### src/rtl/rsce_pkg.sv
// shared types, constants and gf(256) tables for the ccsds reed-solomon encoder
// field polynomial 0x187, conventional basis; no dependencies
package rsce_pkg;

   localparam int unsigned ByteWidth    = 8;
   localparam int unsigned CountWidth   = 6;
   localparam int unsigned CsrAddrWidth = 3;
   localparam int unsigned CsrDataWidth = 32;

   // register index of roots_mode (paddr bit 2 and up)
   localparam logic CSR_ROOTS_MODE = 1'b0;

   localparam logic [CountWidth-1:0] PARITY_T16 = 6'd32;
   localparam logic [CountWidth-1:0] PARITY_T8  = 6'd16;
   localparam logic [CountWidth-1:0] ONE_WORD   = 6'd1;
   localparam logic [ByteWidth-1:0]  MAX_COUNT  = 8'd255;
   localparam logic [ByteWidth-1:0]  NO_LOG     = 8'd255;

   typedef logic [ByteWidth-1:0] byte_type;

   // control broadcast to every parity cell
   typedef struct packed {
      logic     clear;
      logic     shift_en;
      logic     live;
      logic     mode32;
      byte_type fb_log;
   } cell_ctrl_type;

   // load request into the output buffer
   typedef struct packed {
      logic                  valid;
      logic                  error;
      logic [CountWidth-1:0] count;
   } load_ctrl_type;

   localparam byte_type GF_EXP [256] = '{
      8'h01,8'h02,8'h04,8'h08,8'h10,8'h20,8'h40,8'h80,8'h87,8'h89,8'h95,8'had,8'hdd,8'h3d,8'h7a,8'hf4,
      8'h6f,8'hde,8'h3b,8'h76,8'hec,8'h5f,8'hbe,8'hfb,8'h71,8'he2,8'h43,8'h86,8'h8b,8'h91,8'ha5,8'hcd,
      8'h1d,8'h3a,8'h74,8'he8,8'h57,8'hae,8'hdb,8'h31,8'h62,8'hc4,8'h0f,8'h1e,8'h3c,8'h78,8'hf0,8'h67,
      8'hce,8'h1b,8'h36,8'h6c,8'hd8,8'h37,8'h6e,8'hdc,8'h3f,8'h7e,8'hfc,8'h7f,8'hfe,8'h7b,8'hf6,8'h6b,
      8'hd6,8'h2b,8'h56,8'hac,8'hdf,8'h39,8'h72,8'he4,8'h4f,8'h9e,8'hbb,8'hf1,8'h65,8'hca,8'h13,8'h26,
      8'h4c,8'h98,8'hb7,8'he9,8'h55,8'haa,8'hd3,8'h21,8'h42,8'h84,8'h8f,8'h99,8'hb5,8'hed,8'h5d,8'hba,
      8'hf3,8'h61,8'hc2,8'h03,8'h06,8'h0c,8'h18,8'h30,8'h60,8'hc0,8'h07,8'h0e,8'h1c,8'h38,8'h70,8'he0,
      8'h47,8'h8e,8'h9b,8'hb1,8'he5,8'h4d,8'h9a,8'hb3,8'he1,8'h45,8'h8a,8'h93,8'ha1,8'hc5,8'h0d,8'h1a,
      8'h34,8'h68,8'hd0,8'h27,8'h4e,8'h9c,8'hbf,8'hf9,8'h75,8'hea,8'h53,8'ha6,8'hcb,8'h11,8'h22,8'h44,
      8'h88,8'h97,8'ha9,8'hd5,8'h2d,8'h5a,8'hb4,8'hef,8'h59,8'hb2,8'he3,8'h41,8'h82,8'h83,8'h81,8'h85,
      8'h8d,8'h9d,8'hbd,8'hfd,8'h7d,8'hfa,8'h73,8'he6,8'h4b,8'h96,8'hab,8'hd1,8'h25,8'h4a,8'h94,8'haf,
      8'hd9,8'h35,8'h6a,8'hd4,8'h2f,8'h5e,8'hbc,8'hff,8'h79,8'hf2,8'h63,8'hc6,8'h0b,8'h16,8'h2c,8'h58,
      8'hb0,8'he7,8'h49,8'h92,8'ha3,8'hc1,8'h05,8'h0a,8'h14,8'h28,8'h50,8'ha0,8'hc7,8'h09,8'h12,8'h24,
      8'h48,8'h90,8'ha7,8'hc9,8'h15,8'h2a,8'h54,8'ha8,8'hd7,8'h29,8'h52,8'ha4,8'hcf,8'h19,8'h32,8'h64,
      8'hc8,8'h17,8'h2e,8'h5c,8'hb8,8'hf7,8'h69,8'hd2,8'h23,8'h46,8'h8c,8'h9f,8'hb9,8'hf5,8'h6d,8'hda,
      8'h33,8'h66,8'hcc,8'h1f,8'h3e,8'h7c,8'hf8,8'h77,8'hee,8'h5b,8'hb6,8'heb,8'h51,8'ha2,8'hc3,8'h00
   };

   // entry 0 has no logarithm and holds 255
   localparam byte_type GF_LOG [256] = '{
      8'd255,8'd0,8'd1,8'd99,8'd2,8'd198,8'd100,8'd106,8'd3,8'd205,8'd199,8'd188,8'd101,8'd126,8'd107,8'd42,
      8'd4,8'd141,8'd206,8'd78,8'd200,8'd212,8'd189,8'd225,8'd102,8'd221,8'd127,8'd49,8'd108,8'd32,8'd43,8'd243,
      8'd5,8'd87,8'd142,8'd232,8'd207,8'd172,8'd79,8'd131,8'd201,8'd217,8'd213,8'd65,8'd190,8'd148,8'd226,8'd180,
      8'd103,8'd39,8'd222,8'd240,8'd128,8'd177,8'd50,8'd53,8'd109,8'd69,8'd33,8'd18,8'd44,8'd13,8'd244,8'd56,
      8'd6,8'd155,8'd88,8'd26,8'd143,8'd121,8'd233,8'd112,8'd208,8'd194,8'd173,8'd168,8'd80,8'd117,8'd132,8'd72,
      8'd202,8'd252,8'd218,8'd138,8'd214,8'd84,8'd66,8'd36,8'd191,8'd152,8'd149,8'd249,8'd227,8'd94,8'd181,8'd21,
      8'd104,8'd97,8'd40,8'd186,8'd223,8'd76,8'd241,8'd47,8'd129,8'd230,8'd178,8'd63,8'd51,8'd238,8'd54,8'd16,
      8'd110,8'd24,8'd70,8'd166,8'd34,8'd136,8'd19,8'd247,8'd45,8'd184,8'd14,8'd61,8'd245,8'd164,8'd57,8'd59,
      8'd7,8'd158,8'd156,8'd157,8'd89,8'd159,8'd27,8'd8,8'd144,8'd9,8'd122,8'd28,8'd234,8'd160,8'd113,8'd90,
      8'd209,8'd29,8'd195,8'd123,8'd174,8'd10,8'd169,8'd145,8'd81,8'd91,8'd118,8'd114,8'd133,8'd161,8'd73,8'd235,
      8'd203,8'd124,8'd253,8'd196,8'd219,8'd30,8'd139,8'd210,8'd215,8'd146,8'd85,8'd170,8'd67,8'd11,8'd37,8'd175,
      8'd192,8'd115,8'd153,8'd119,8'd150,8'd92,8'd250,8'd82,8'd228,8'd236,8'd95,8'd74,8'd182,8'd162,8'd22,8'd134,
      8'd105,8'd197,8'd98,8'd254,8'd41,8'd125,8'd187,8'd204,8'd224,8'd211,8'd77,8'd140,8'd242,8'd31,8'd48,8'd220,
      8'd130,8'd171,8'd231,8'd86,8'd179,8'd147,8'd64,8'd216,8'd52,8'd176,8'd239,8'd38,8'd55,8'd12,8'd17,8'd68,
      8'd111,8'd120,8'd25,8'd154,8'd71,8'd116,8'd167,8'd193,8'd35,8'd83,8'd137,8'd251,8'd20,8'd93,8'd248,8'd151,
      8'd46,8'd75,8'd185,8'd96,8'd15,8'd237,8'd62,8'd229,8'd246,8'd135,8'd165,8'd23,8'd58,8'd163,8'd60,8'd183
   };

   // generator coefficients as logarithms, constant term first, monic term dropped
   localparam byte_type GEN_T16 [32] = '{
      8'd0,8'd249,8'd59,8'd66,8'd4,8'd43,8'd126,8'd251,8'd97,8'd30,8'd3,8'd213,8'd50,8'd66,8'd170,8'd5,
      8'd24,8'd5,8'd170,8'd66,8'd50,8'd213,8'd3,8'd30,8'd97,8'd251,8'd126,8'd43,8'd4,8'd66,8'd59,8'd249
   };

   localparam byte_type GEN_T8 [16] = '{
      8'd122,8'd240,8'd18,8'd180,8'd199,8'd181,8'd221,8'd49,
      8'd234,8'd225,8'd63,8'd199,8'd138,8'd40,8'd54,8'd197
   };

   // antilog of a sum of two logs, reduced mod 255
   function automatic byte_type exp_of_sum(input byte_type a, input byte_type b);
      logic [ByteWidth:0] s;
      s = {1'b0, a} + {1'b0, b};
      if (s >= 9'd255) begin
         s = s - 9'd255;
      end
      return GF_EXP[s[ByteWidth-1:0]];
   endfunction

endpackage

### src/rtl/rsce_out_buffer.sv
// output shift chain: holds one message's parity words and sends them out
// first word first; uses rsce_pkg
module rsce_out_buffer #(
   parameter int unsigned MAX_PARITY = 32
) (
   input  logic                    clock,
   input  logic                    reset,
   input  rsce_pkg::load_ctrl_type load,
   input  rsce_pkg::byte_type      load_data [MAX_PARITY],
   output logic                    can_load,
   output logic                    rsp_tvalid,
   input  logic                    rsp_tready,
   output logic [7:0]              rsp_tdata,   // [7:0] parity_byte
   output logic                    rsp_tlast,
   output logic                    rsp_tuser    // [0] length_error
);
   import rsce_pkg::*;

   byte_type              data_ff [MAX_PARITY];
   byte_type              data_in [MAX_PARITY];
   logic [CountWidth-1:0] count_ff;
   logic [CountWidth-1:0] count_in;
   logic                  error_ff;
   logic                  error_in;
   logic                  pop;

   assign pop      = rsp_tvalid && rsp_tready;
   assign can_load = (count_ff == '0) || (count_ff == ONE_WORD && rsp_tready);

   always_comb begin
      for (int i = 0; i < MAX_PARITY; i++) begin
         if (load.valid) begin
            data_in[i] = load.error ? '0 : load_data[i];
         end else if (pop) begin
            data_in[i] = (i + 1 < MAX_PARITY) ? data_ff[(i + 1) % MAX_PARITY] : '0;
         end else begin
            data_in[i] = data_ff[i];
         end
      end
   end

   always_comb begin
      priority if (load.valid) begin
         count_in = load.count;
         error_in = load.error;
      end else if (pop) begin
         count_in = count_ff - ONE_WORD;
         error_in = error_ff;
      end else begin
         count_in = count_ff;
         error_in = error_ff;
      end
   end

   always_ff @(posedge clock) begin
      for (int i = 0; i < MAX_PARITY; i++) begin
         data_ff[i] <= data_in[i];
      end
   end

   always_ff @(posedge clock) begin
      if (reset) begin
         count_ff <= '0;
         error_ff <= 1'b0;
      end else begin
         count_ff <= count_in;
         error_ff <= error_in;
      end
   end

   assign rsp_tvalid = (count_ff != '0);
   assign rsp_tdata  = data_ff[0];
   assign rsp_tlast  = (count_ff == ONE_WORD);
   assign rsp_tuser  = error_ff;

endmodule

### config.mk
export PLATFORM = sky130hd
export DESIGN_NAME = rsce_out_buffer
export DESIGN_NICKNAME = d
export VERILOG_FILES = /design/src/rtl/rsce_pkg.sv /design/src/rtl/rsce_out_buffer.sv
export SDC_FILE = /design/constraint.sdc
export NUM_CORES = 1
export LEC_CHECK = 0
export BUFFER_PORTS_ARGS = -buffer_cell sky130_fd_sc_hd__buf_4
export CAP_MARGIN = 20
export CORE_ASPECT_RATIO = 0.5
export CORE_UTILIZATION = 25
export DETAILED_ROUTE_END_ITERATION = 7
export PLACE_DENSITY = 0.5
export SYNTH_ARGS = -nofsm -noshare
export SYNTH_HDL_FRONTEND = slang
export SYNTH_SLANG_ARGS = --single-unit
### constraint.sdc
create_clock -name clock -period 18.6 [get_ports clock]
set_clock_uncertainty 0.2 [all_clocks]
set_input_delay 1.86 -clock clock [delete_from_list [all_inputs] [get_ports clock]]
set_output_delay 1.86 -clock clock [all_outputs]
set_load 0.005 [all_outputs]
==> flow_summary.rst, run 1 <==
.. list-table::
   :header-rows: 1

   * - Metric
     - Value
   * - Warnings, synthesis
     - 0
   * - Cell accounting for the most synthesized area
     - sky130_fd_sc_hd__edfxtp_1
   * - Pin count of the biggest net entering global routing
     - 257
   * - Cells resized by post-CTS repair
     - 0
   * - CP Depth
     - 6
   * - Sequential fraction of the synthesis area
     - 72.6%
   * - Total power
     - 1.48 mW
   * - Total clock buffers created by CTS
     - 27
   * - I/O pin count
     - 279
   * - Overall die area
     - 44000 um^2
   * - Area added between synthesis and finish
     - 31.6%
   * - Critical path destination
     - data_ff[0][65]
   * - GRT Resource Usage Total
     - 11.6%
   * - Max-cap violation count
     - 0
   * - DRT Pass-1 Iters
     - 5
   * - Hold-fix buffers at CTS
     - 0
   * - Cell repeated most along the worst path
     - sky130_fd_sc_hd__buf_4
   * - Wirelength per Cell
     - 18.0 um
   * - Clock Tree Buf Depth
     - 3
   * - Areal power density over the cells
     - 104 nW/um^2
   * - Result of the run
     - complete, no violations
   * - Hold Fails Final Rpt
     - 0
   * - Iteration-0 DRC count of the detailed router
     - 511
   * - Number of design rule violations left after detail routing
     - 0
   * - Setup WS post-layout
     - 13.95 ns
   * - # Post-CTS Setup Buffers
     - 0
   * - Global route overflow
     - 0
   * - Cell with the largest stage delay on the worst path
     - sky130_fd_sc_hd__buf_4
   * - Required time at the endpoint of the critical path
     - 18.56 ns
   * - Number of antenna violations at the first check in global routing
     - 1
   * - Area contributors post-synth
     - sky130_fd_sc_hd__edfxtp_1, sky130_fd_sc_hd__a22o_1, sky130_fd_sc_hd__buf_2
   * - Depth of the worst register-to-register path
     - 6
   * - # port buffers
     - 278
   * - Chip Width
     - 296 um
   * - Register-to-register path setup slack
     - 14.63 ns
   * - Transition time of the tightest slew-check pin
     - 1.14 ns
   * - Unrepaired setup endpoints after global routing
     - false
   * - Clock latency on the worst-skew pair
     - 0.55 ns
   * - Syn Nets
     - 908
   * - Number of slew-limit violations in the final report
     - 0
   * - Chain of cells forming the critical path
     - buf_4 > inv_1 > a21oi_1 > or2_4 > buf_4 > buf_4
   * - Count of standard-cell rows
     - 53
   * - Post-detailed-route count of antenna-violating nets
     - 0
   * - CP Capture Type
     - register
   * - Fraction of registers with async set or reset after synthesis
     - 0%
   * - DP Area
     - 13300 um^2
   * - Area share of the leading cell type in the synthesized netlist
     - 71.3%
   * - Critical path launch point type
     - primary input
   * - Crit Reg-Reg Endpoint
     - data_ff[0][65]
   * - Start of the worst register-to-register path
     - count_ff[0]
   * - Setup-violating endpoint count in the final report
     - 0
   * - Number of different library cells in the post-synthesis netlist
     - 38
   * - Total Routed Length
     - 26600 um
   * - Worst slew margin relative to its limit
     - 23.8%
   * - Kind of path behind the tightest hold check
     - reg -> reg
   * - Clock Root Buffer
     - sky130_fd_sc_hd__clkbuf_16
   * - Number of enable flip-flop cells after synthesis
     - 256
   * - Setup TNS
     - 0 ns
   * - Starting density of the core
     - 25.5%
   * - DIE HEIGHT
     - 149 um
   * - Top_reg_cell synth
     - sky130_fd_sc_hd__edfxtp_1
   * - Clock-pin slew on the worst setup and hold paths
     - 0.06 ns
   * - F_max
     - 215 MHz
   * - Core area
     - 42200 um^2
   * - CP peak stage delay
     - 0.92 ns
   * - Maximum fanout encountered on the critical timing path
     - 82
   * - Number of synthesized register bits
     - 263
   * - Arrival time at the worst endpoint
     - 4.61 ns
   * - Post-Syn Instances
     - 638
   * - Maximum vdd drop
     - 0.0582 mV
   * - Clock Sink Count
     - 263
   * - Total non-filler cell area in the finished layout
     - 14200 um^2
   * - Sum of buffers and inverters on the critical path
     - 4
   * - Critical path class
     - in -> reg
   * - Routability congestion estimate from global placement
     - 0.814
   * - Synth Cell Area
     - 10800 um^2
   * - CTS H-tree depth
     - 1
   * - DP Wirelength
     - 16100 um
   * - Global-route wire length before repair
     - 39600 um
   * - Final worst path period share
     - 25.0%
   * - Via count of the first global-routing pass
     - 6900
   * - Reported leakage power
     - 5.67 nW
   * - Category of cells accounting for the largest share of critical-path delay
     - buffers and inverters
   * - Synthesized area per cell
     - 16.9 um^2
   * - Ratio of cells with drive above 1 in the final layout
     - 37.1%
   * - Final critical path time including I/O delays and setup
     - 4.65 ns
   * - Drt via density
     - 4.55
   * - Setup Slack @ Placement
     - 13.33 ns
   * - TritonCTS clock tree
     - yes
   * - Nets
     - 1153
   * - Worst setup path start
     - rsp_tready
   * - Detailed-route via count
     - 6732
## Yosys cell counts (2+ instances only)
cell	count
sky130_fd_sc_hd__edfxtp_1	256
sky130_fd_sc_hd__dfxtp_1	7
sky130_fd_sc_hd__buf_4	9
sky130_fd_sc_hd__a311oi_1	2
sky130_fd_sc_hd__o211ai_2	2
sky130_fd_sc_hd__ha_1	3
sky130_fd_sc_hd__a21oi_1	2
sky130_fd_sc_hd__and2_1	9
sky130_fd_sc_hd__nand2_1	3
sky130_fd_sc_hd__clkbuf_8	2
sky130_fd_sc_hd__nor2_1	7
sky130_fd_sc_hd__a22o_1	248
sky130_fd_sc_hd__inv_1	7
sky130_fd_sc_hd__nor3_1	3
sky130_fd_sc_hd__clkbuf_1	19
sky130_fd_sc_hd__buf_2	37
## tightest hold or removal path, delay by kind of cell (launching register included)
kind	cells	cell delay, ns
DFF	1	0.34
muxes	1	0.08
and+or+nand+nor	1	0.08
## sequential cells by signal, summed over array words and instances (netlist names)
name / flops
data_ff: 256
count_ff: 6
rsp_tuser: 1
## cell usage in the layout, fill, tap and decap left out, types with 2 or more instances in the layout
cell type / count
sky130_fd_sc_hd__edfxtp_1: 256
sky130_fd_sc_hd__o211ai_2: 2
sky130_fd_sc_hd__inv_1: 7
sky130_fd_sc_hd__clkinv_1: 5
sky130_fd_sc_hd__clkinv_2: 4
sky130_fd_sc_hd__buf_4: 282
sky130_fd_sc_hd__a22o_1: 248
sky130_fd_sc_hd__clkbuf_16: 27
sky130_fd_sc_hd__a311oi_1: 2
sky130_fd_sc_hd__nor2_1: 6
sky130_fd_sc_hd__clkbuf_1: 4
sky130_fd_sc_hd__a21oi_1: 2
sky130_fd_sc_hd__nor3_1: 3
sky130_fd_sc_hd__bufinv_16: 4
sky130_fd_sc_hd__dfxtp_1: 7
sky130_fd_sc_hd__nand2_1: 3
sky130_fd_sc_hd__ha_1: 3
sky130_fd_sc_hd__and2_1: 9
## per-stage QoR
step	hold WS (ns)	util, %	instances
floorplan	0.285	-	638
global placement	0.280	31.5	1431
detailed placement	0.306	31.5	1431
CTS	0.325	33.6	1478
global route	0.354	33.6	1479
finish	0.321	33.6	1479
## final cells by class
type	count	area, um^2
antenna	1	2.50
clock buffer	32	704
clock inverter	15	176
fill	4136	28100
inverter	8	37.5
multi-input combinational	300	2580
sequential	263	7830
tap	577	722
timing repair buffer	283	2140
## routing by layer
metal  part of all wire (%)  global-route usage [%]  up-vias
li1                       -                       -     3166
met1                     42                    14.4     3377
met2                     51                    20.2      150
met3                    4.8                    2.62       39
met4                    2.6                    3.55        0
met5                      0                       0        -
## power by group
part	internal (mW)	switching (mW)
combinational	0.0878	0.0687
clock	0.324	0.229
sequential	0.744	0.0237
## logic make-up (layout without fill, tap and decap cells)
logic type	after synthesis	after routing	synth area share, %
compound gates	263	263	21.5
flops	263	263	72.6
mux	1	1	0.0929
buf+inv	75	338	3.54
other cells	0	1	0
fa+ha+maj	3	3	0.348
simple gates	33	33	1.87
## worst min-delay path by stage
| stage | from | endpoint | slack [ns] | depth (start not counted) |
|---|---|---|---|---|
| detailed placement | rsp_tuser | rsp_tuser | 0.31 | 2 |
| finish | rsp_tuser | rsp_tuser | 0.32 | 2 |
| CTS | rsp_tuser | rsp_tuser | 0.32 | 2 |
| floorplan | rsp_tuser | rsp_tuser | 0.28 | 2 |
| global placement | rsp_tuser | rsp_tuser | 0.28 | 2 |
| global route | data_ff[1][28] | data_ff[1][20] | 0.35 | 1 |
(Power assumes the default switching activity.)
==> run 2, diff against run 1 <==
==> constraint.sdc (replaced) <==
create_clock -name clock -period 4.7 [get_ports clock]
set_clock_uncertainty 0.2 [all_clocks]
set_input_delay 0.47 -clock clock [delete_from_list [all_inputs] [get_ports clock]]
set_output_delay 0.47 -clock clock [all_outputs]
set_load 0.005 [all_outputs]
==> run 2 against run 1 <==
Effect of this change:
- routed wire length increased by 5.1%
- register-to-register slack got worse by 12 ns
- die area unchanged
- sequential share of layout area is 7.7 points lower
- clock-buffer cell count rose by 6
- hold slack got worse by 0.29 ns
- utilization grew 5.5 points
- global-route usage up 0.72 points
- final area up 16%
- sequential power increased to 4.0 times the previous value
- power grew to 4.1 times the previous value
- critical endpoint is now data_ff[1][17]
- largest cell class unchanged
- highest routed layer unchanged
==> flow_summary.rst, run 2 (synthesized netlist as in run 1, its figures left out) <==
.. list-table::
   :header-rows: 1

   * - Metric
     - Value
   * - Count of placed standard cells in the final layout, fillers left out
     - 1705
   * - Cell internal power dissipation
     - 4.76 mW
   * - Final worst path period share
     - 52.4%
   * - Starting density of the core
     - 25.5%
   * - Share of power burned in registers
     - 49.9%
   * - DP Wirelength
     - 16500 um
   * - Transition time of the tightest slew-check pin
     - 1.05 ns
   * - Total Routed Length
     - 27900 um
   * - Total non-filler cell area in the finished layout
     - 16500 um^2
   * - Clock Root Buffer
     - sky130_fd_sc_hd__clkbuf_16
   * - Result of the run
     - complete, no violations
   * - Sequential cell area in the final layout
     - 7830 um^2
   * - Routability congestion estimate from global placement
     - 0.749
   * - TritonCTS clock tree
     - yes
   * - Combinational share of power
     - 12.9%
   * - Filler cells
     - 4015
   * - Cells resized by post-CTS repair
     - 0
   * - Chip Width
     - 296 um
   * - Required time at the endpoint of the critical path
     - 4.89 ns
   * - Clock share of power
     - 37.2%
   * - Number of instances in the placed design
     - 1433
   * - DP Area
     - 13400 um^2
   * - Setup TNS
     - 0 ns
   * - Max-cap violation count
     - 0
   * - CP Depth
     - 5
   * - Total power
     - 6.09 mW
   * - Reported leakage power
     - 6.63 nW
   * - Switching Power
     - 1.33 mW
   * - Chain of cells forming the critical path
     - dlygate4sd3_1 > buf_4 > nor2_4 > buf_4 > a22o_1
   * - # Post-CTS Setup Buffers
     - 0
   * - CTS H-tree depth
     - 1
   * - Post-detailed-route count of antenna-violating nets
     - 0
   * - # port buffers
     - 278
   * - F_max
     - 406 MHz
   * - Kind of path behind the tightest hold check
     - in -> reg
   * - Area taken by multi-input logic gates
     - 2580 um^2
   * - Worst setup path start
     - load[6]
   * - Via count of the first global-routing pass
     - 8042
   * - Cell with the largest stage delay on the worst path
     - sky130_fd_sc_hd__buf_4
   * - Critical path launch point type
     - primary input
   * - Sum of buffers and inverters on the critical path
     - 3
   * - Number of flip-flops in the largest register
     - 256
   * - Clock Tree Buf Depth
     - 3
   * - Maximum vdd drop
     - 0.240 mV
   * - Cell repeated most along the worst path
     - sky130_fd_sc_hd__buf_4
   * - CP peak stage delay
     - 0.74 ns
   * - Areal power density over the cells
     - 369 nW/um^2
   * - Ratio of cells with drive above 1 in the final layout
     - 29.8%
   * - Worst slew margin relative to its limit
     - 29.8%
   * - Most frequent standard cell in the layout excluding fill and tap cells
     - sky130_fd_sc_hd__buf_4
   * - Detailed-route via count
     - 7593
   * - Hold Fails Final Rpt
     - 0
   * - Clock Sink Count
     - 263
   * - Critical hold path startpoint
     - load_data[164]
   * - Number of slew-limit violations in the final report
     - 0
   * - Global-route wire length before repair
     - 42800 um
   * - Unrepaired setup endpoints after global routing
     - false
   * - Reg with most FFs
     - data_ff
   * - Clock-pin slew on the worst setup and hold paths
     - 0.06 ns
   * - Final critical path time including I/O delays and setup
     - 2.46 ns
   * - I/O pin count
     - 279
   * - Global route overflow
     - 0
   * - Nets
     - 1378
   * - Number of design rule violations left after detail routing
     - 0
   * - Maximum fanout encountered on the critical timing path
     - 77
   * - Instance count along the most critical hold path
     - 2
   * - Switch share
     - 21.8%
   * - Total clock buffers created by CTS
     - 28
   * - Leading cell types in the layout, fill and taps excluded
     - sky130_fd_sc_hd__buf_4, sky130_fd_sc_hd__edfxtp_1, sky130_fd_sc_hd__a22o_1
   * - Pin count of the biggest net entering global routing
     - 160
   * - DRT Pass-1 Iters
     - 4
   * - Count of standard-cell rows
     - 53
   * - Critical path class
     - in -> reg
   * - Overall die area
     - 44000 um^2
   * - Setup-violating endpoint count in the final report
     - 0
   * - Hold-fix buffers at CTS
     - 222
   * - Number of antenna violations at the first check in global routing
     - 2
   * - Drt via density
     - 4.45
   * - Core area
     - 42200 um^2
   * - DIE HEIGHT
     - 149 um
   * - Hold_ws
     - 0.0285 ns
   * - Iteration-0 DRC count of the detailed router
     - 398
   * - Depth of the worst register-to-register path
     - 5
   * - Arrival time at the worst endpoint
     - 2.66 ns
   * - Wirelength per Cell
     - 16.4 um
   * - Clock latency on the worst-skew pair
     - 0.54 ns
   * - GRT Resource Usage Total
     - 12.4%
   * - CP Capture Type
     - register
   * - Category of cells accounting for the largest share of critical-path delay
     - buffers and inverters
   * - Start of the worst register-to-register path
     - count_ff[0]
   * - Area added between synthesis and finish
     - 53.1%
## run 2: cell types whose count changed in the layout (fill, tap and decap cells not counted), sizes merged
cell	change
clkbuf	+6
clkinvlp	+1
buf	+2
dlygate4sd3	+222
clkinv	-6
diode	+1
## run 2: worst paths after layout
path	end	slack, ns
setup / recovery	data_ff[1][17]	2.24
setup reg to reg	data_ff[0][10]	2.26
hold reg to reg	rsp_tuser	0.32
hold / removal	data_ff[0][92]	0.03
## run 2: layout make-up
type                            count  area share (%)
Sequential cell                   263            47.4
Timing Repair Buffer              507            26.7
Multi-Input combinational cell    300            15.6
Inverter                            8           0.227
Clock inverter                     10           0.955
Clock buffer                       38            4.60
Tap cell                          577            4.37
Antenna cell                        2          0.0303
## run 2: power by group through the flow
stage                     combinational (mW)  clock [mW]  sequential, mW
after floorplan                        0.365           0            3.06
after global placement                 0.616           0            3.08
after detailed placement               0.632           0            3.09
after CTS                              0.795        2.36            3.04
after global routing                   0.853        2.44            3.07
final                                  0.786        2.26            3.04
## run 2: through the flow
stage,worst slack [ns],utilization [%]
after floorplan,1.21,-
after global placement,1.78,31.6
after detailed placement,1.72,31.6
after CTS,2.20,39.1
after global routing,2.10,39.1
final,2.24,39.1
## run 2: layer usage
metal	track usage (%)	vias to the layer above	routed length (um)
met5	0	-	0
met4	3.16	0	589
met3	2.40	43	1070
met2	22.2	160	14500
met1	15.1	3770	11800
li1	-	3620	-
## run 2: worst reg2reg max path, stage by stage (launching register included)
cell and delay, ns:
sky130_fd_sc_hd__dfxtp_1 0.41, sky130_fd_sc_hd__inv_1 0.10, sky130_fd_sc_hd__ha_1 0.31, sky130_fd_sc_hd__a21oi_1 0.32, sky130_fd_sc_hd__or2_4 0.24, sky130_fd_sc_hd__buf_12 0.40
