$ cat config.mk
export PLATFORM = sky130hd
export DESIGN_NAME = rsce_parity_cell
export DESIGN_NICKNAME = d
export VERILOG_FILES = /design/src/rtl/rsce_pkg.sv /design/src/rtl/rsce_parity_cell.sv
export SDC_FILE = /design/constraint.sdc
export NUM_CORES = 1
export LEC_CHECK = 0
export ABC_AREA = 1
export BUFFER_PORTS_ARGS = -buffer_cell sky130_fd_sc_hd__buf_2
export CORE_AREA = 2 2 91 93
export DETAILED_ROUTE_END_ITERATION = 8
export DIE_AREA = 0 0 93 95
export GPL_ROUTABILITY_DRIVEN = 0
export PLACE_DENSITY_LB_ADDON = 0.3
export SYNTH_ARGS = -nofsm -noshare
export SYNTH_HDL_FRONTEND = slang
export SYNTH_SLANG_ARGS = --single-unit
$ cat constraint.sdc
create_clock -name clock -period 3.9 [get_ports clock]
set_input_delay 0.39 -clock clock [delete_from_list [all_inputs] [get_ports clock]]
set_output_delay 0.39 -clock clock [all_outputs]
set_load 0.005 [all_outputs]
$ cat src/rtl/rsce_pkg.sv
// shared types, constants and gf(256) tables for the ccsds reed-solomon encoder
// field polynomial 0x187, conventional basis; no dependencies
package rsce_pkg;

   localparam int unsigned ByteWidth    = 8;
   localparam int unsigned CountWidth   = 6;
   localparam int unsigned CsrAddrWidth = 3;
   localparam int unsigned CsrDataWidth = 32;

   // register index of roots_mode (paddr bit 2 and up)
   localparam logic CSR_ROOTS_MODE = 1'b0;

   localparam logic [CountWidth-1:0] PARITY_T16 = 6'd32;
   localparam logic [CountWidth-1:0] PARITY_T8  = 6'd16;
   localparam logic [CountWidth-1:0] ONE_WORD   = 6'd1;
   localparam logic [ByteWidth-1:0]  MAX_COUNT  = 8'd255;
   localparam logic [ByteWidth-1:0]  NO_LOG     = 8'd255;

   typedef logic [ByteWidth-1:0] byte_type;

   // control broadcast to every parity cell
   typedef struct packed {
      logic     clear;
      logic     shift_en;
      logic     live;
      logic     mode32;
      byte_type fb_log;
   } cell_ctrl_type;

   // load request into the output buffer
   typedef struct packed {
      logic                  valid;
      logic                  error;
      logic [CountWidth-1:0] count;
   } load_ctrl_type;

   localparam byte_type GF_EXP [256] = '{
      8'h01,8'h02,8'h04,8'h08,8'h10,8'h20,8'h40,8'h80,8'h87,8'h89,8'h95,8'had,8'hdd,8'h3d,8'h7a,8'hf4,
      8'h6f,8'hde,8'h3b,8'h76,8'hec,8'h5f,8'hbe,8'hfb,8'h71,8'he2,8'h43,8'h86,8'h8b,8'h91,8'ha5,8'hcd,
      8'h1d,8'h3a,8'h74,8'he8,8'h57,8'hae,8'hdb,8'h31,8'h62,8'hc4,8'h0f,8'h1e,8'h3c,8'h78,8'hf0,8'h67,
      8'hce,8'h1b,8'h36,8'h6c,8'hd8,8'h37,8'h6e,8'hdc,8'h3f,8'h7e,8'hfc,8'h7f,8'hfe,8'h7b,8'hf6,8'h6b,
      8'hd6,8'h2b,8'h56,8'hac,8'hdf,8'h39,8'h72,8'he4,8'h4f,8'h9e,8'hbb,8'hf1,8'h65,8'hca,8'h13,8'h26,
      8'h4c,8'h98,8'hb7,8'he9,8'h55,8'haa,8'hd3,8'h21,8'h42,8'h84,8'h8f,8'h99,8'hb5,8'hed,8'h5d,8'hba,
      8'hf3,8'h61,8'hc2,8'h03,8'h06,8'h0c,8'h18,8'h30,8'h60,8'hc0,8'h07,8'h0e,8'h1c,8'h38,8'h70,8'he0,
      8'h47,8'h8e,8'h9b,8'hb1,8'he5,8'h4d,8'h9a,8'hb3,8'he1,8'h45,8'h8a,8'h93,8'ha1,8'hc5,8'h0d,8'h1a,
      8'h34,8'h68,8'hd0,8'h27,8'h4e,8'h9c,8'hbf,8'hf9,8'h75,8'hea,8'h53,8'ha6,8'hcb,8'h11,8'h22,8'h44,
      8'h88,8'h97,8'ha9,8'hd5,8'h2d,8'h5a,8'hb4,8'hef,8'h59,8'hb2,8'he3,8'h41,8'h82,8'h83,8'h81,8'h85,
      8'h8d,8'h9d,8'hbd,8'hfd,8'h7d,8'hfa,8'h73,8'he6,8'h4b,8'h96,8'hab,8'hd1,8'h25,8'h4a,8'h94,8'haf,
      8'hd9,8'h35,8'h6a,8'hd4,8'h2f,8'h5e,8'hbc,8'hff,8'h79,8'hf2,8'h63,8'hc6,8'h0b,8'h16,8'h2c,8'h58,
      8'hb0,8'he7,8'h49,8'h92,8'ha3,8'hc1,8'h05,8'h0a,8'h14,8'h28,8'h50,8'ha0,8'hc7,8'h09,8'h12,8'h24,
      8'h48,8'h90,8'ha7,8'hc9,8'h15,8'h2a,8'h54,8'ha8,8'hd7,8'h29,8'h52,8'ha4,8'hcf,8'h19,8'h32,8'h64,
      8'hc8,8'h17,8'h2e,8'h5c,8'hb8,8'hf7,8'h69,8'hd2,8'h23,8'h46,8'h8c,8'h9f,8'hb9,8'hf5,8'h6d,8'hda,
      8'h33,8'h66,8'hcc,8'h1f,8'h3e,8'h7c,8'hf8,8'h77,8'hee,8'h5b,8'hb6,8'heb,8'h51,8'ha2,8'hc3,8'h00
   };

   // entry 0 has no logarithm and holds 255
   localparam byte_type GF_LOG [256] = '{
      8'd255,8'd0,8'd1,8'd99,8'd2,8'd198,8'd100,8'd106,8'd3,8'd205,8'd199,8'd188,8'd101,8'd126,8'd107,8'd42,
      8'd4,8'd141,8'd206,8'd78,8'd200,8'd212,8'd189,8'd225,8'd102,8'd221,8'd127,8'd49,8'd108,8'd32,8'd43,8'd243,
      8'd5,8'd87,8'd142,8'd232,8'd207,8'd172,8'd79,8'd131,8'd201,8'd217,8'd213,8'd65,8'd190,8'd148,8'd226,8'd180,
      8'd103,8'd39,8'd222,8'd240,8'd128,8'd177,8'd50,8'd53,8'd109,8'd69,8'd33,8'd18,8'd44,8'd13,8'd244,8'd56,
      8'd6,8'd155,8'd88,8'd26,8'd143,8'd121,8'd233,8'd112,8'd208,8'd194,8'd173,8'd168,8'd80,8'd117,8'd132,8'd72,
      8'd202,8'd252,8'd218,8'd138,8'd214,8'd84,8'd66,8'd36,8'd191,8'd152,8'd149,8'd249,8'd227,8'd94,8'd181,8'd21,
      8'd104,8'd97,8'd40,8'd186,8'd223,8'd76,8'd241,8'd47,8'd129,8'd230,8'd178,8'd63,8'd51,8'd238,8'd54,8'd16,
      8'd110,8'd24,8'd70,8'd166,8'd34,8'd136,8'd19,8'd247,8'd45,8'd184,8'd14,8'd61,8'd245,8'd164,8'd57,8'd59,
      8'd7,8'd158,8'd156,8'd157,8'd89,8'd159,8'd27,8'd8,8'd144,8'd9,8'd122,8'd28,8'd234,8'd160,8'd113,8'd90,
      8'd209,8'd29,8'd195,8'd123,8'd174,8'd10,8'd169,8'd145,8'd81,8'd91,8'd118,8'd114,8'd133,8'd161,8'd73,8'd235,
      8'd203,8'd124,8'd253,8'd196,8'd219,8'd30,8'd139,8'd210,8'd215,8'd146,8'd85,8'd170,8'd67,8'd11,8'd37,8'd175,
      8'd192,8'd115,8'd153,8'd119,8'd150,8'd92,8'd250,8'd82,8'd228,8'd236,8'd95,8'd74,8'd182,8'd162,8'd22,8'd134,
      8'd105,8'd197,8'd98,8'd254,8'd41,8'd125,8'd187,8'd204,8'd224,8'd211,8'd77,8'd140,8'd242,8'd31,8'd48,8'd220,
      8'd130,8'd171,8'd231,8'd86,8'd179,8'd147,8'd64,8'd216,8'd52,8'd176,8'd239,8'd38,8'd55,8'd12,8'd17,8'd68,
      8'd111,8'd120,8'd25,8'd154,8'd71,8'd116,8'd167,8'd193,8'd35,8'd83,8'd137,8'd251,8'd20,8'd93,8'd248,8'd151,
      8'd46,8'd75,8'd185,8'd96,8'd15,8'd237,8'd62,8'd229,8'd246,8'd135,8'd165,8'd23,8'd58,8'd163,8'd60,8'd183
   };

   // generator coefficients as logarithms, constant term first, monic term dropped
   localparam byte_type GEN_T16 [32] = '{
      8'd0,8'd249,8'd59,8'd66,8'd4,8'd43,8'd126,8'd251,8'd97,8'd30,8'd3,8'd213,8'd50,8'd66,8'd170,8'd5,
      8'd24,8'd5,8'd170,8'd66,8'd50,8'd213,8'd3,8'd30,8'd97,8'd251,8'd126,8'd43,8'd4,8'd66,8'd59,8'd249
   };

   localparam byte_type GEN_T8 [16] = '{
      8'd122,8'd240,8'd18,8'd180,8'd199,8'd181,8'd221,8'd49,
      8'd234,8'd225,8'd63,8'd199,8'd138,8'd40,8'd54,8'd197
   };

   // antilog of a sum of two logs, reduced mod 255
   function automatic byte_type exp_of_sum(input byte_type a, input byte_type b);
      logic [ByteWidth:0] s;
      s = {1'b0, a} + {1'b0, b};
      if (s >= 9'd255) begin
         s = s - 9'd255;
      end
      return GF_EXP[s[ByteWidth-1:0]];
   endfunction

endpackage

$ cat src/rtl/rsce_parity_cell.sv
// one cell of the parity shift register: stores a byte and adds in the
// feedback times its generator coefficient; uses rsce_pkg
module rsce_parity_cell #(
   parameter int unsigned CELL_INDEX = 0
) (
   input  logic                   clock,
   input  logic                   reset,
   input  rsce_pkg::cell_ctrl_type ctrl,
   input  rsce_pkg::byte_type     neighbor_in,
   output rsce_pkg::byte_type     parity_out,
   output rsce_pkg::byte_type     parity_upd
);
   import rsce_pkg::*;

   localparam logic [4:0] Idx = 5'(CELL_INDEX);

   byte_type parity_ff;
   byte_type parity_in;
   byte_type coef;
   byte_type term;
   logic     active;

   // cell i uses coefficient n-1-i, which is the bitwise complement of i
   assign coef   = ctrl.mode32 ? GEN_T16[~Idx] : GEN_T8[~Idx[3:0]];
   assign active = ctrl.mode32 || !Idx[4];
   assign term   = ctrl.live ? exp_of_sum(ctrl.fb_log, coef) : '0;

   assign parity_upd = active ? (neighbor_in ^ term) : '0;

   always_comb begin
      priority if (ctrl.clear) begin
         parity_in = '0;
      end else if (ctrl.shift_en) begin
         parity_in = parity_upd;
      end else begin
         parity_in = parity_ff;
      end
   end

   always_ff @(posedge clock) begin
      if (reset) begin
         parity_ff <= '0;
      end else begin
         parity_ff <= parity_in;
      end
   end

   assign parity_out = parity_ff;

endmodule

==> results of run 1 <==
==> stage by stage <==
stage / hold slack [ns] / utilization, % / cells
after floorplan: 0.5463 / - / 877
after global placement: 0.5445 / 65.96 / 1057
after detailed placement: 0.5476 / 65.96 / 1057
after CTS: 0.4868 / 66.92 / 1060
==> what timing repair did <==
action / in CTS
pin swaps: 2
resized for setup: 10
hold buffers: 0
setup endpoints to repair: 8
==> routing by layer <==
| layer | GRT overflow | global-route usage, % |
|---|---|---|
| met1 | 4 | 72.60 |
| met2 | 30 | 92.21 |
| met3 | 4 | 57.30 |
| met4 | 12 | 74.02 |
| met5 | 0 | 25.00 |
==> logic make-up after synthesis <==
logic type | Yosys count
flip-flops | 8
buffers and inverters | 133
XOR/XNOR | 6
AO/OA/AOI/OAI | 39
AND/OR/NAND/NOR | 669
adder cells (fa/ha/maj) | 22
==> impl_metrics.env, run 1 <==
export IMPL_outcome="aborted with a tool error"
export IMPL_haltStage="global routing"
export IMPL_stop_error="[ERROR GRT-0232] Routing congestion too high. Check the congestion heatmap in the GUI."
export IMPL_synth_ff_type="dfxtp_1"
export IMPL_syn_instance_count=877
export IMPL_ys_warn_count=0
export IMPL_cts_root_buffer="clkbuf_8"
export IMPL_yosysUniqueCellTypes=32
export IMPL_synth_seq_cells=8
export IMPL_async_reset_ff_share_pct=0
export IMPL_synth_xor_xnor_area_share_pct=1.382
export IMPL_die_h_um=95
export IMPL_portBuffers=37
export IMPL_cts_buffers=3
export IMPL_postGrtWorstEndpoint="parity_upd[7]"
export IMPL_syn_avg_cell_area_sq_um=4.953
export IMPL_cts_sinks=8
export IMPL_synth_fa_ha_area_share_pct=6.336
export IMPL_htree_levels=1
export IMPL_ys_seq_area_share_pct=3.687
export IMPL_yosys_area_top_type="nand3_1"
export IMPL_worstEndpointType="primary output"
export IMPL_cts_setup_buffers=0
export IMPL_dp_slack_ns=-0.1270
export IMPL_track_usage_pct=73.68
export IMPL_syn_area_sq_um=4344
export IMPL_clockBufferDepth=2
export IMPL_synth_compound_area_share_pct=4.954
export IMPL_synth_top_area_share_pct=37.44
export IMPL_rows=33
export IMPL_grt_max_degree=74
export IMPL_synth_top_family_by_area="simple AND/OR/NAND/NOR gates"
export IMPL_grt_overflow_total=50
export IMPL_die_width_um=93
export IMPL_placed_area_sq_um=5229
export IMPL_io_pins=38
export IMPL_start_util_pct=54.80
export IMPL_synthMuxAreaShare_pct=0
export IMPL_synth_simple_area_share_pct=69.96
export IMPL_hpwl_um=12960
export IMPL_synth_common_cells="nand3_1 (325), nand2_1 (258), inv_1 (70)"
export IMPL_synth_most_common_cell="nand3_1"
export IMPL_synth_edf_count=0
export IMPL_synth_area_leaders="nand3_1 (37%), nand2_1 (22%), ha_1 (6.3%)"
export IMPL_synth_fp_nets=921
==> inputs of run 2 (changes only) <==
--- a/config.mk
+++ b/config.mk
@@ -7,11 +7,11 @@
 export LEC_CHECK = 0
 export ABC_AREA = 1
 export BUFFER_PORTS_ARGS = -buffer_cell sky130_fd_sc_hd__buf_2
-export CORE_AREA = 2 2 91 93
+export CORE_AREA = 2 2 108 110
 export DETAILED_ROUTE_END_ITERATION = 8
-export DIE_AREA = 0 0 93 95
+export DIE_AREA = 0 0 110 112
 export GPL_ROUTABILITY_DRIVEN = 0
-export PLACE_DENSITY_LB_ADDON = 0.3
+export PLACE_DENSITY_LB_ADDON = 0.15
 export SYNTH_ARGS = -nofsm -noshare
 export SYNTH_HDL_FRONTEND = slang
 export SYNTH_SLANG_ARGS = --single-unit
==> constraint.sdc (replaced) <==
create_clock -name clock -period 5.1 [get_ports clock]
set_input_delay 0.51 -clock clock [delete_from_list [all_inputs] [get_ports clock]]
set_output_delay 0.51 -clock clock [all_outputs]
set_load 0.005 [all_outputs]
==> run 2 against run 1 <==
  * The run now ends clean
  * Synthesized cell count unchanged
  * Area after synthesis did not move
==> impl_metrics.env, run 2 <==
export IMPL_worst_slew_pin_slew_ns=0.7182
export IMPL_grt_pass1_vias=5686
export IMPL_nFillCells=1299
export IMPL_most_common_layout_cells="nand3_1 (323), nand2_1 (255), inv_1 (70), nor2_1 (52), buf_2 (37)"
export IMPL_fin_crit_sh_pct=93.26
export IMPL_drt_iter0_drc=1030
export IMPL_synth_seq_cells=8
export IMPL_finalCriticalPeriod_ns=4.756
export IMPL_cts_buffers=3
export IMPL_synth_fp_nets=921
export IMPL_io_pins=38
export IMPL_finClkSkew_ns=0
export IMPL_hold_path_depth=4
export IMPL_syn_avg_cell_area_sq_um=4.953
export IMPL_n_antenna_cell=0
export IMPL_rr_worst_depth=4
export IMPL_worstPathArrival_ns=4.25
export IMPL_cts_root_buffer="clkbuf_16"
export IMPL_layout_setup_ws_ns=0.3435
export IMPL_syn_instance_count=877
export IMPL_htree_levels=1
export IMPL_yosysUniqueCellTypes=32
export IMPL_start_util_pct=38.88
export IMPL_synth_xor_xnor_area_share_pct=1.382
export IMPL_drc=0
export IMPL_maxSlewHeadroom_pct=52.07
export IMPL_hp_start="parity_out[6]"
export IMPL_place_inst=1024
export IMPL_worstSkewPairLatency_ns=0.23
export IMPL_end_kind="output pin"
export IMPL_holdPathEnd="parity_out[6]"
export IMPL_yosys_area_top_type="nand3_1"
export IMPL_antenna_found_initial=0
export IMPL_synth_top_family_by_area="simple AND/OR/NAND/NOR gates"
export IMPL_drt_wl_total_um=19040
export IMPL_async_reset_ff_share_pct=0
export IMPL_core_area_sq_um=11170
export IMPL_seq_area_sq_um=160.2
export IMPL_peakVddDrop_uv=259.6
export IMPL_die_width_um=110
export IMPL_synth_most_common_cell="nand3_1"
export IMPL_synth_compound_area_share_pct=4.954
export IMPL_cts_setup_buffers=0
export IMPL_grt_overflow_total=0
export IMPL_cts_sinks=8
export IMPL_dp_slack_ns=0.08020
export IMPL_fin_setup_tns_ns=0
export IMPL_synth_simple_area_share_pct=69.96
export IMPL_clockBufferDepth=2
export IMPL_grt_max_degree=83
export IMPL_die_h_um=112
export IMPL_cts_tree="built"
export IMPL_vias=6232
export IMPL_synth_edf_count=0
export IMPL_path_class="in2out"
export IMPL_track_usage_pct=30.78
export IMPL_outcome="finished clean"
export IMPL_grt_setup_unrepaired="no"
export IMPL_syn_to_final_growth_pct=8.957
export IMPL_wire_per_inst_um=18.54
export IMPL_maxCapViolations=0
export IMPL_power_density_nw_per_um2=347.8
export IMPL_syn_area_sq_um=4344
export IMPL_crit_fanout=9
export IMPL_antenna_left=0
export IMPL_multi_input_area_sq_um=3620
export IMPL_drive_gt1_share_pct=11.20
export IMPL_reg2reg_from="parity_out[3]"
export IMPL_die_area_sq_um=12320
export IMPL_hold_viol=0
export IMPL_largest_reg_flops=8
export IMPL_fin_hold_ws_ns=0.5519
export IMPL_hp_class="reg2reg"
export IMPL_synth_top_area_share_pct=37.44
export IMPL_instances_no_fill=1027
export IMPL_nNetsFinal=930
export IMPL_critPathLaunchType="input port"
export IMPL_finalMaxSlewViolations=0
export IMPL_hpwl_um=13320
export IMPL_final_common_cell="nand3_1"
export IMPL_portBuffers=37
export IMPL_clkTransAtPathRegs_ns=0.04
export IMPL_crit_required_ns=4.59
export IMPL_drt_pass1_iter_count=7
export IMPL_synth_ff_type="dfxtp_1"
export IMPL_ys_seq_area_share_pct=3.687
export IMPL_synth_common_cells="nand3_1 (325), nand2_1 (258), inv_1 (70)"
export IMPL_setup_viol=0
export IMPL_synth_fa_ha_area_share_pct=6.336
export IMPL_grt_pass1_wl_um=29920
export IMPL_max_freq_ghz=0.2102
export IMPL_synthMuxAreaShare_pct=0
export IMPL_cts_resized=0
export IMPL_reg2reg_slack_ns=4.46
export IMPL_rows=39
export IMPL_ys_warn_count=0
export IMPL_vias_per_cell=6.068
export IMPL_synth_area_leaders="nand3_1 (37%), nand2_1 (22%), ha_1 (6.3%)"
export IMPL_rr_endpoint="parity_out[3]"
export IMPL_cts_hold_fix_buffers=0
export IMPL_leakagePower_nw=2.633
[run 2: kinds of logic after synthesis]
group	count (synthesis)
and+or+nand+nor	669
buffers and inverters	133
AOI/OAI and AO/OA	39
adders and majority gates	22
DFF	8
xor gates and xnor gates	6
[run 2: layer usage]
layer	vias to the layer above	GRT usage [%]	share of wire, %	wire length, um
met2	509	44.91	41	7870
met4	0	15.19	6.0	1146
li1	2928	-	-	-
met1	2682	40.62	38	7292
met3	113	9.309	14	2725
met5	-	0	0	0
[run 2: how the worst max path moves through the flow]
stage            start       endpoint  cells after the start
5_1_grt        ctrl[0]  parity_upd[3]                     27
3_3_place_gp   ctrl[0]  parity_upd[4]                     26
2_1_floorplan  ctrl[0]  parity_upd[0]                     26
6_report       ctrl[8]  parity_upd[0]                     26
3_5_place_dp   ctrl[0]  parity_upd[6]                     26
4_1_cts        ctrl[0]  parity_upd[6]                     26
[run 2: power breakdown]
group          total (mW)  leakage [nW]  switching, mW  internal (mW)
Clock               0.132        0.0370         0.0309          0.101
Sequential         0.0681        0.0655        0.00159         0.0665
Combinational        1.45          2.53           1.00          0.444
[run 2: final cells by class]
type | count | share of cell area, %
repair buffers | 64 | 8.988
flip-flops and latches | 8 | 3.384
clock buffers | 3 | 1.586
well taps | 143 | 3.780
inverters | 73 | 5.789
multi-input cells | 736 | 76.47
[run 2: through the flow]
stage	utilization (%)	power, mW	area [sq um]
6_report	42.36	1.646	4733
5_1_grt	42.36	1.774	4733
4_1_cts	42.16	1.583	4711
3_5_place_dp	41.48	1.445	4636
3_3_place_gp	41.48	1.461	4636
2_1_floorplan	-	1.074	4344
[run 2: critical path, stage by stage]
cell and delay, ns:
buf_2 0.13, ha_1 0.34, nand2_1 0.10, nor2_1 0.05, nor2_1 0.12, nand2_1 0.08
nand2_1 0.07, nand2_2 0.12, a21oi_4 0.32, nand2_4 0.15, nand2_1 0.09, nand2_1 0.07
buf_4 0.18, ha_1 0.25, inv_1 0.23, nand3_1 0.28, buf_4 0.25, nand3_1 0.09
nand3_1 0.09, nand3_1 0.10, nand3_1 0.08, nand3_1 0.18, nand3_1 0.10, nand2_1 0.09
nand2_1 0.05, buf_2 0.12
No activity file was read; power rests on OpenSTA's default activity.
==> inputs of run 3 (changes only) <==
--- a/config.mk
+++ b/config.mk
@@ -6,10 +6,10 @@
 export NUM_CORES = 1
 export LEC_CHECK = 0
 export ABC_AREA = 1
-export BUFFER_PORTS_ARGS = -buffer_cell sky130_fd_sc_hd__buf_2
 export CORE_AREA = 2 2 108 110
 export DETAILED_ROUTE_END_ITERATION = 8
 export DIE_AREA = 0 0 110 112
+export DONT_BUFFER_PORTS = 1
 export GPL_ROUTABILITY_DRIVEN = 0
 export PLACE_DENSITY_LB_ADDON = 0.15
 export SYNTH_ARGS = -nofsm -noshare
==> constraint.sdc (replaced) <==
create_clock -name clock -period 5.1 [get_ports clock]
set_input_delay 0.255 -clock clock [delete_from_list [all_inputs] [get_ports clock]]
set_output_delay 0.255 -clock clock [all_outputs]
set_load 0.005 [all_outputs]
==> run 3 against run 2 <==
  * Flip-flop and latch count did not move
  * Fmax grew 4.8%
  * Global-route usage up 0.25 points
  * Largest cell class unchanged
  * Highest routed layer unchanged
==> impl_metrics.env, run 3 (same netlist as run 2, synthesis figures left out) <==
export IMPL_finClkSkew_ns=0
export IMPL_outcome="finished clean"
export IMPL_critical_path_max_stage_delay_ns=0.56
export IMPL_drive_gt1_share_pct=5.054
export IMPL_portBuffers=0
export IMPL_largest_reg_flops=8
export IMPL_cts_setup_buffers=0
export IMPL_dp_slack_ns=0.7026
export IMPL_maxCapViolations=0
export IMPL_peakVddDrop_uv=214.6
export IMPL_maxSlewHeadroom_pct=45.50
export IMPL_drt_wl_total_um=18860
export IMPL_nFillCells=1301
export IMPL_vias=5998
export IMPL_crit_required_ns=4.85
export IMPL_cts_tree="built"
export IMPL_nNetsFinal=877
export IMPL_cts_hold_fix_buffers=0
export IMPL_vias_per_cell=6.158
export IMPL_n_antenna_cell=0
export IMPL_syn_to_final_growth_pct=1.411
export IMPL_finalPower_mw=1.584
export IMPL_leakagePower_nw=2.395
export IMPL_clockBufferDepth=2
export IMPL_antenna_found_initial=0
export IMPL_io_pins=38
export IMPL_fin_setup_tns_ns=0
export IMPL_antenna_left=0
export IMPL_worstPathArrival_ns=4.28
export IMPL_drc=0
export IMPL_grt_overflow_total=0
export IMPL_finalMaxSlewViolations=0
export IMPL_finalCriticalPeriod_ns=4.539
export IMPL_max_freq_ghz=0.2203
export IMPL_final_common_cell="nand3_1"
export IMPL_grt_pass1_vias=5626
export IMPL_track_usage_pct=31.02
export IMPL_core_area_sq_um=11170
export IMPL_most_common_layout_cells="nand3_1 (325), nand2_1 (257), inv_1 (70), nor2_1 (52), ha_1 (22)"
export IMPL_clkTransAtPathRegs_ns=0.04
export IMPL_critPathLaunchType="input port"
export IMPL_fin_crit_sh_pct=89.00
export IMPL_cts_buffers=3
export IMPL_layout_setup_ws_ns=0.5608
export IMPL_htree_levels=1
export IMPL_worst_slew_pin_slew_ns=0.8166
export IMPL_hpwl_um=12740
export IMPL_power_density_nw_per_um2=359.5
export IMPL_hold_viol=0
export IMPL_die_width_um=110
export IMPL_grt_pass1_wl_um=30130
export IMPL_crit_family="simple AND/OR/NAND/NOR gates"
export IMPL_setup_viol=0
export IMPL_wire_per_inst_um=19.37
export IMPL_end_kind="output pin"
export IMPL_worstSkewPairLatency_ns=0.23
export IMPL_rows=39
export IMPL_cts_root_buffer="clkbuf_16"
export IMPL_slowest_stage="nand3_1"
export IMPL_hp_class="in2reg"
export IMPL_die_h_um=112
export IMPL_cts_sinks=8
export IMPL_start_util_pct=38.88
export IMPL_cp_num_buf_inv=3
export IMPL_crit_fanout=14
export IMPL_path_class="in2out"
export IMPL_grt_max_degree=103
export IMPL_drt_iter0_drc=1099
export IMPL_cts_resized=0
export IMPL_grt_setup_unrepaired="no"
export IMPL_die_area_sq_um=12320
export IMPL_drt_pass1_iter_count=7
export IMPL_crit_top_cell="nand2_1"
==> run 3: cell count changes in the layout (fill, tap and decap cells not counted) <==
cell     previous run  this run
nand3_2             3         2
nand2_2            13        11
buf_4              24         8
nand2_1           255       257
nand3_4             1         0
nand3_1           323       325
buf_2              37         0
==> run 3: where the power goes <==
part,internal (mW),switching (mW),total (mW)
Combinational,0.400,0.985,1.38
Sequential,0.0666,0.00269,0.0693
Clock,0.101,0.0290,0.130
==> run 3: metal layers <==
layer | up-vias | track usage, % | wire [um]
met2 | 490 | 43.93 | 7675
met1 | 2574 | 42.41 | 7253
met5 | - | 0 | 0
met4 | 0 | 17.22 | 1133
met3 | 111 | 7.553 | 2802
li1 | 2823 | - | -
==> run 3: tightest hold or removal path: stages <==
cell and delay, ns:
nand3_1 0.06, nand2_1 0.04, inv_1 0.04
==> run 3: final timing paths <==
path	startpoint	end	slack, ns	cells after the start
worst max-delay path	ctrl[0]	parity_upd[7]	0.56	25
worst min-delay path	ctrl[10]	parity_out[2]	0.20	3
worst max register to register	parity_out[3]	parity_out[3]	4.44	4
worst min register to register	parity_out[0]	parity_out[0]	0.57	4
==> run 3: cell type report <==
type | count | area [sq um] | area share, %
inverters | 73 | 274.0 | 6.220
clock buffers | 3 | 75.07 | 1.704
flip-flops and latches | 8 | 160.2 | 3.635
repair buffers | 11 | 120.1 | 2.726
multi-input cells | 736 | 3597 | 81.65
well taps | 143 | 178.9 | 4.061
==> run 3: through the flow <==
stage / hold WS (ns) / util [%] / cell area (sq um) / instances
after detailed placement: 0.4320 / 38.75 / 4330 / 971
after global placement: 0.4329 / 38.75 / 4330 / 971
after floorplan: 0.4643 / - / 4344 / 877
final: 0.1954 / 39.42 / 4405 / 974
after CTS: 0.1948 / 39.42 / 4405 / 974
after global routing: 0.2043 / 39.42 / 4405 / 974
